$ cat src/hw/rtl/rgb_led_store_fade_and_spi_bit_encode_top_assert.svh
// Assertion macros for the LED colour store.
// Each macro expects signals named clk and rst in the scope where it is used.
`ifndef RGB_LED_STORE_FADE_AND_SPI_BIT_ENCODE_TOP_ASSERT_SVH
`define RGB_LED_STORE_FADE_AND_SPI_BIT_ENCODE_TOP_ASSERT_SVH
`ifndef SYNTHESIS
`define RGBFX_ASSERT_IMP(lbl, ante, cons, msg) \
  lbl: assert property (@(posedge clk) disable iff (rst) (ante) |-> (cons)) \
    else $error(msg);
`define RGBFX_ASSERT_NXT(lbl, ante, cons, msg) \
  lbl: assert property (@(posedge clk) disable iff (rst) (ante) |=> (cons)) \
    else $error(msg);
`else
`define RGBFX_ASSERT_IMP(lbl, ante, cons, msg)
`define RGBFX_ASSERT_NXT(lbl, ante, cons, msg)
`endif
`endif

$ cat src/hw/rtl/rgbfx_pkg.sv
`timescale 1ns / 1ps
package rgbfx_pkg;

  // Number of LEDs held in the colour store.
  localparam int LED_COUNT = 256;
  localparam int ADDR_W    = (LED_COUNT > 1) ? $clog2(LED_COUNT) : 1;
  localparam int LED_IDX_W = 10;

  typedef logic [ADDR_W-1:0]    addr_t;
  typedef logic [LED_IDX_W-1:0] led_idx_t;
  typedef logic [7:0]           byte_t;
  typedef logic [23:0]          colour_t;
  typedef logic [23:0]          code_t;
  typedef logic [2:0]           pat_t;
  typedef logic [0:0]           cfg_idx_t;

  // Configuration register indexes.
  localparam cfg_idx_t CFG_ONE_BIT  = 1'b0;
  localparam cfg_idx_t CFG_ZERO_BIT = 1'b1;

  typedef enum logic [1:0] {
    OP_SET     = 2'd0,
    OP_STEP    = 2'd1,
    OP_SET_ALL = 2'd2,
    OP_ENCODE  = 2'd3
  } op_t;

  typedef enum logic [1:0] {
    CH_GREEN = 2'd0,
    CH_RED   = 2'd1,
    CH_BLUE  = 2'd2
  } chan_t;

  typedef enum logic [2:0] {
    S_CLEAR,
    S_IDLE,
    S_READ,
    S_CHAN,
    S_WRITE,
    S_FILL,
    S_DONE
  } state_t;

  // Result of the shared channel unit for one colour byte.
  typedef struct packed {
    byte_t next_val;
    logic  differ;
    code_t code;
  } chan_res_t;

endpackage

$ cat src/hw/rtl/rgbfx_chan.sv
`timescale 1ns / 1ps
module rgbfx_chan (
  input  rgbfx_pkg::byte_t     cur,
  input  rgbfx_pkg::byte_t     tgt,
  input  rgbfx_pkg::byte_t     step,
  input  rgbfx_pkg::pat_t      one_pat,
  input  rgbfx_pkg::pat_t      zero_pat,
  output rgbfx_pkg::chan_res_t res
);
  import rgbfx_pkg::*;

  byte_t delta;
  byte_t move;

  // Fade one channel toward its target without overshoot, and expand the
  // current byte, most significant bit first, into SPI patterns.
  always_comb begin
    delta = (tgt > cur) ? (tgt - cur) : (cur - tgt);
    move = (delta < step) ? delta : step;
    res.differ   = (tgt != cur);
    res.next_val = (tgt > cur) ? (cur + move) : (cur - move);
    for (int k = 0; k < 8; k++) begin
      res.code[23 - 3*k -: 3] = cur[7 - k] ? one_pat : zero_pat;
    end
  end

endmodule
$ cat config.mk
export PLATFORM = sky130hd
export DESIGN_NAME = rgbfx_chan
export DESIGN_NICKNAME = d
export VERILOG_FILES = /design/src/hw/rtl/rgb_led_store_fade_and_spi_bit_encode_top_assert.svh /design/src/hw/rtl/rgbfx_pkg.sv /design/src/hw/rtl/rgbfx_chan.sv
export SDC_FILE = /design/constraint.sdc
export NUM_CORES = 1
export LEC_CHECK = 0
export BUFFER_PORTS_ARGS = -buffer_cell sky130_fd_sc_hd__buf_2
export CAP_MARGIN = 20
export CORE_MARGIN = 1
export CORE_UTILIZATION = 30
export DETAILED_ROUTE_END_ITERATION = 8
export SLEW_MARGIN = 20
export SYNTH_ARGS = -nofsm -noshare
export SYNTH_HDL_FRONTEND = slang
export SYNTH_SLANG_ARGS = --single-unit
$ cat constraint.sdc
create_clock -name vclk -period 7.9
set_input_delay 0.79 -clock vclk [all_inputs]
set_output_delay 0.79 -clock vclk [all_outputs]
set_load 0.05 [all_outputs]
Word-level counts from Yosys, hierarchy flattened --
Cells that the tools add are included.
Storage, ports and cells: bits in registers 0, input port bits 30, output and inout port bits 33, logic and storage cells 18
Operators by class: $add $sub $neg 4, $lt $le $gt $ge 2, equal/unequal tests 1, mux-type cells 11
Operator list (number):
- 2-to-1 mux 3 bit | 8
- 2-to-1 mux 8 bit | 3
- subtractor 8 bit | 3
- adder 8 bit | 1
- > comparator 8 bit | 1
- < comparator 8 bit | 1
- != test 8 bit | 1

Logic depth before layout (Yosys ltp) --
depth in word-level cells 6, mapped depth 30, gate-level depth less buffers 28

Worst setup path after synthesis --
Ideal clock, no wire load.
path kind in2out, start in cur[4], end out res[32] in the netlist's numbering, arrival time 5.836 ns, data required time 7.110 ns, setup slack 1.274 ns, cell stages on the path 29, buffers on the path 5, path through inv_1 ha_1 buf_4 nand4_1 or2_1 buf_6 o21ai_2 buf_2 mux2i_1 xor2_1 ha_1 a21o_1 a21oi_1 o21ai_0 o21ai_0 nand2b_1 clkbuf_1 clkbuf_1 nor2_1 a21oi_1 ha_1 a21oi_1 o21ai_0 a21o_1 nand2_1 a21oi_1 xnor2_1 xnor2_1 xnor2_1
RTL lines:
- from (decl) | line rgbfx_chan.sv:3 | input rgbfx_pkg::byte_t cur,
- to (decl) | line rgbfx_chan.sv:8 | output rgbfx_pkg::chan_res_t res

==> impl_metrics.env <==
export IMPL_pin_count=63
export IMPL_cts_resized=0
export IMPL_placeableCoreArea_um2=5540
export IMPL_drt_iter0_drc=83
export IMPL_crit_arrival_ns=6.27
export IMPL_ff_latch_area_um2=0
export IMPL_gp_congestion=0.858
export IMPL_postCtsSetupRepairBufs=0
export IMPL_max_freq_mhz=142
export IMPL_grtUsageTotal_pct=13.9
export IMPL_grt_setup_unrepaired="no"
export IMPL_die_width_um=77.9
export IMPL_firstDrtPassIters=4
export IMPL_run_status="complete, no violations"
export IMPL_route_met2_wl_um=1910
export IMPL_cp_data_required_time_ns=7.11
export IMPL_area_growth_pct=21.4
export IMPL_antenna_found_initial=0
export IMPL_synthCells=234
export IMPL_min_delay_start="cur[7]"
export IMPL_top_layer="met3"
export IMPL_critical_path_class="in2out"
export IMPL_yosysSeqAreaShare_pct=0
export IMPL_rows=27
export IMPL_slew_headroom_pct=62.1
export IMPL_route_met3_wl_um=264
export IMPL_ctsHoldBuffers=0
export IMPL_hold_depth=3
export IMPL_final_util_pct=37.8
export IMPL_hold_path_class="in2out"
export IMPL_wl_um=4330
export IMPL_grt_start_max_net_pins=17
export IMPL_setup_total_negative_slack_ns=0
export IMPL_ant_nets=0
export IMPL_synthTopCellsByCount="37 x inv_1, 29 x ha_1, 24 x mux2_2"
export IMPL_cap_violations=0
export IMPL_num_vias=1694
export IMPL_synth_nets=296
export IMPL_grt_overflow_total=0
export IMPL_die_area_um2=6060
export IMPL_hold_end="res[23]"
export IMPL_setup_worst_path_start_class="primary input"
export IMPL_nClkBuffers=0
export IMPL_power_leakage_nw=1.11
export IMPL_dp_hpwl_um=3690
export IMPL_tightest_slew_ns=0.569
export IMPL_final_hold_viol_count=0
export IMPL_postSynthAreaPerCell_um2=7.38
export IMPL_wl_per_cell_um=11.9
export IMPL_grt_pass1_wl_um=7090
export IMPL_initial_utilization_pct=31.2
export IMPL_wl_met1_um=2160
export IMPL_layout_drive_gt1_share_pct=32.3
export IMPL_fin_crit_ns=7.06
export IMPL_fin_nets=355
export IMPL_synth_top_cell_by_area="ha_1"
export IMPL_synth_area_um2=1730
export IMPL_ys_warn_count=0
export IMPL_ir_worst_vdd_v=0.000114
export IMPL_drc_errors=0
export IMPL_synth_area_leaders="ha_1 21%, mux2_2 16%, xnor2_1 8.1%"
export IMPL_end_kind="primary output"
export IMPL_n_antenna_cell=0
export IMPL_fp_dieH_um=77.9
export IMPL_yosysUniqueCellTypes=42
export IMPL_setup_viol=0
export IMPL_slew_violations=0
export IMPL_first_global_vias=1622
export IMPL_period_share_pct=89.4
export IMPL_synth_top_cell_area_share_pct=21.0
export IMPL_vias_per_cell=4.67
export IMPL_io_buffers=63
export IMPL_path_max_fanout=16
export IMPL_power_density_nw_per_um2=259
export IMPL_synth_most_common_cell="inv_1"
export IMPL_flops_and_latches=0
==> worst max-delay path by stage <==
stage	cells after the start	end	slack, ns	start
floorplan	29	res[32]	1.27	cur[4]
global placement	25	res[32]	0.91	cur[1]
detailed placement	25	res[32]	0.84	cur[1]
CTS	25	res[32]	0.84	cur[1]
global route	25	res[32]	0.36	cur[3]
finish	25	res[32]	0.84	cur[1]
==> cells in the final DEF, fill, tap and decap left out, types with 2 or more instances in the layout <==
master    netlist  routed
mux2i_1         3       3
mux2_2         24      24
xnor2_1        16      16
nor3_1          2       2
o21ai_0        12      12
xor2_1          6       6
nor2_1         11      11
nand2b_1        6       6
inv_1          37      37
a211oi_1        2       2
or2_2           2       2
nand4_1         4       4
nand3b_1        2       2
ha_1           29      29
fa_1            3       3
a21o_1          7       7
a21oi_1        23      23
nand2_1        19      19
buf_2           2      63
==> layout make-up <==
| cell class | count | area, µm² |
|---|---|---|
| Tap cell | 72 | 90.1 |
| Multi-Input combinational cell | 191 | 1550 |
| Inverter | 37 | 139 |
| Fill cell | 599 | 3440 |
| Timing Repair Buffer | 63 | 315 |
==> critical path: stages <==
cell,delay (ns)
buf_2,0.21
inv_1,0.11
fa_1,0.47
nand3_1,0.14
a21oi_1,0.12
o21ai_2,0.48
mux2i_1,0.28
xor2_1,0.24
ha_1,0.31
a21o_1,0.16
a21oi_1,0.13
o21ai_0,0.09
o21ai_0,0.20
nand2b_1,0.34
a32oi_1,0.37
nand2_1,0.11
xnor2_1,0.14
ha_1,0.32
or2_2,0.28
a21oi_1,0.15
a21oi_1,0.07
xnor2_1,0.14
xnor2_1,0.19
xnor2_1,0.13
buf_2,0.27
==> cells by family (layout without fill, tap and decap cells) <==
kind of cell               Yosys count  in the layout  share of synthesized area, %
adders and majority gates           32             32                          24.5
AOI/OAI and AO/OA                   55             55                          19.5
and+or+nand+nor                     54             54                          16.4
xor gates and xnor gates            22             22                          11.2
muxes                               28             28                          18.3
buffers and inverters               43            100                          10.1
==> metrics by stage <==
stage / worst slack (ns) / hold slack [ns] / power, mW / std cells / instance area (µm²)
final: 0.840 / 2.10 / 0.543 / 363 / 2100
after global routing: 0.361 / 2.11 / 0.584 / 363 / 2100
after CTS: 0.839 / 2.10 / 0.544 / 363 / 2100
after detailed placement: 0.838 / 2.09 / 0.543 / 363 / 2100
after global placement: 0.905 / 2.10 / 0.543 / 363 / 2100
after floorplan: 1.27 / 1.88 / 0.437 / 234 / 1730
==> routing by layer <==
layer  global-route usage, %  vias up
met5                       0        -
met3                    1.41        0
met2                    24.4       57
li1                        -      917
met4                   0.189        0
met1                    19.2      720
==> report_power, final <==
group          internal [mW]  leakage, nW  total [mW]  switching [mW]
Clock                      0            0           0               0
Combinational          0.169         1.11       0.543           0.373
Sequential                 0            0           0               0
Note: power is estimated with default switching activity, not from simulation.
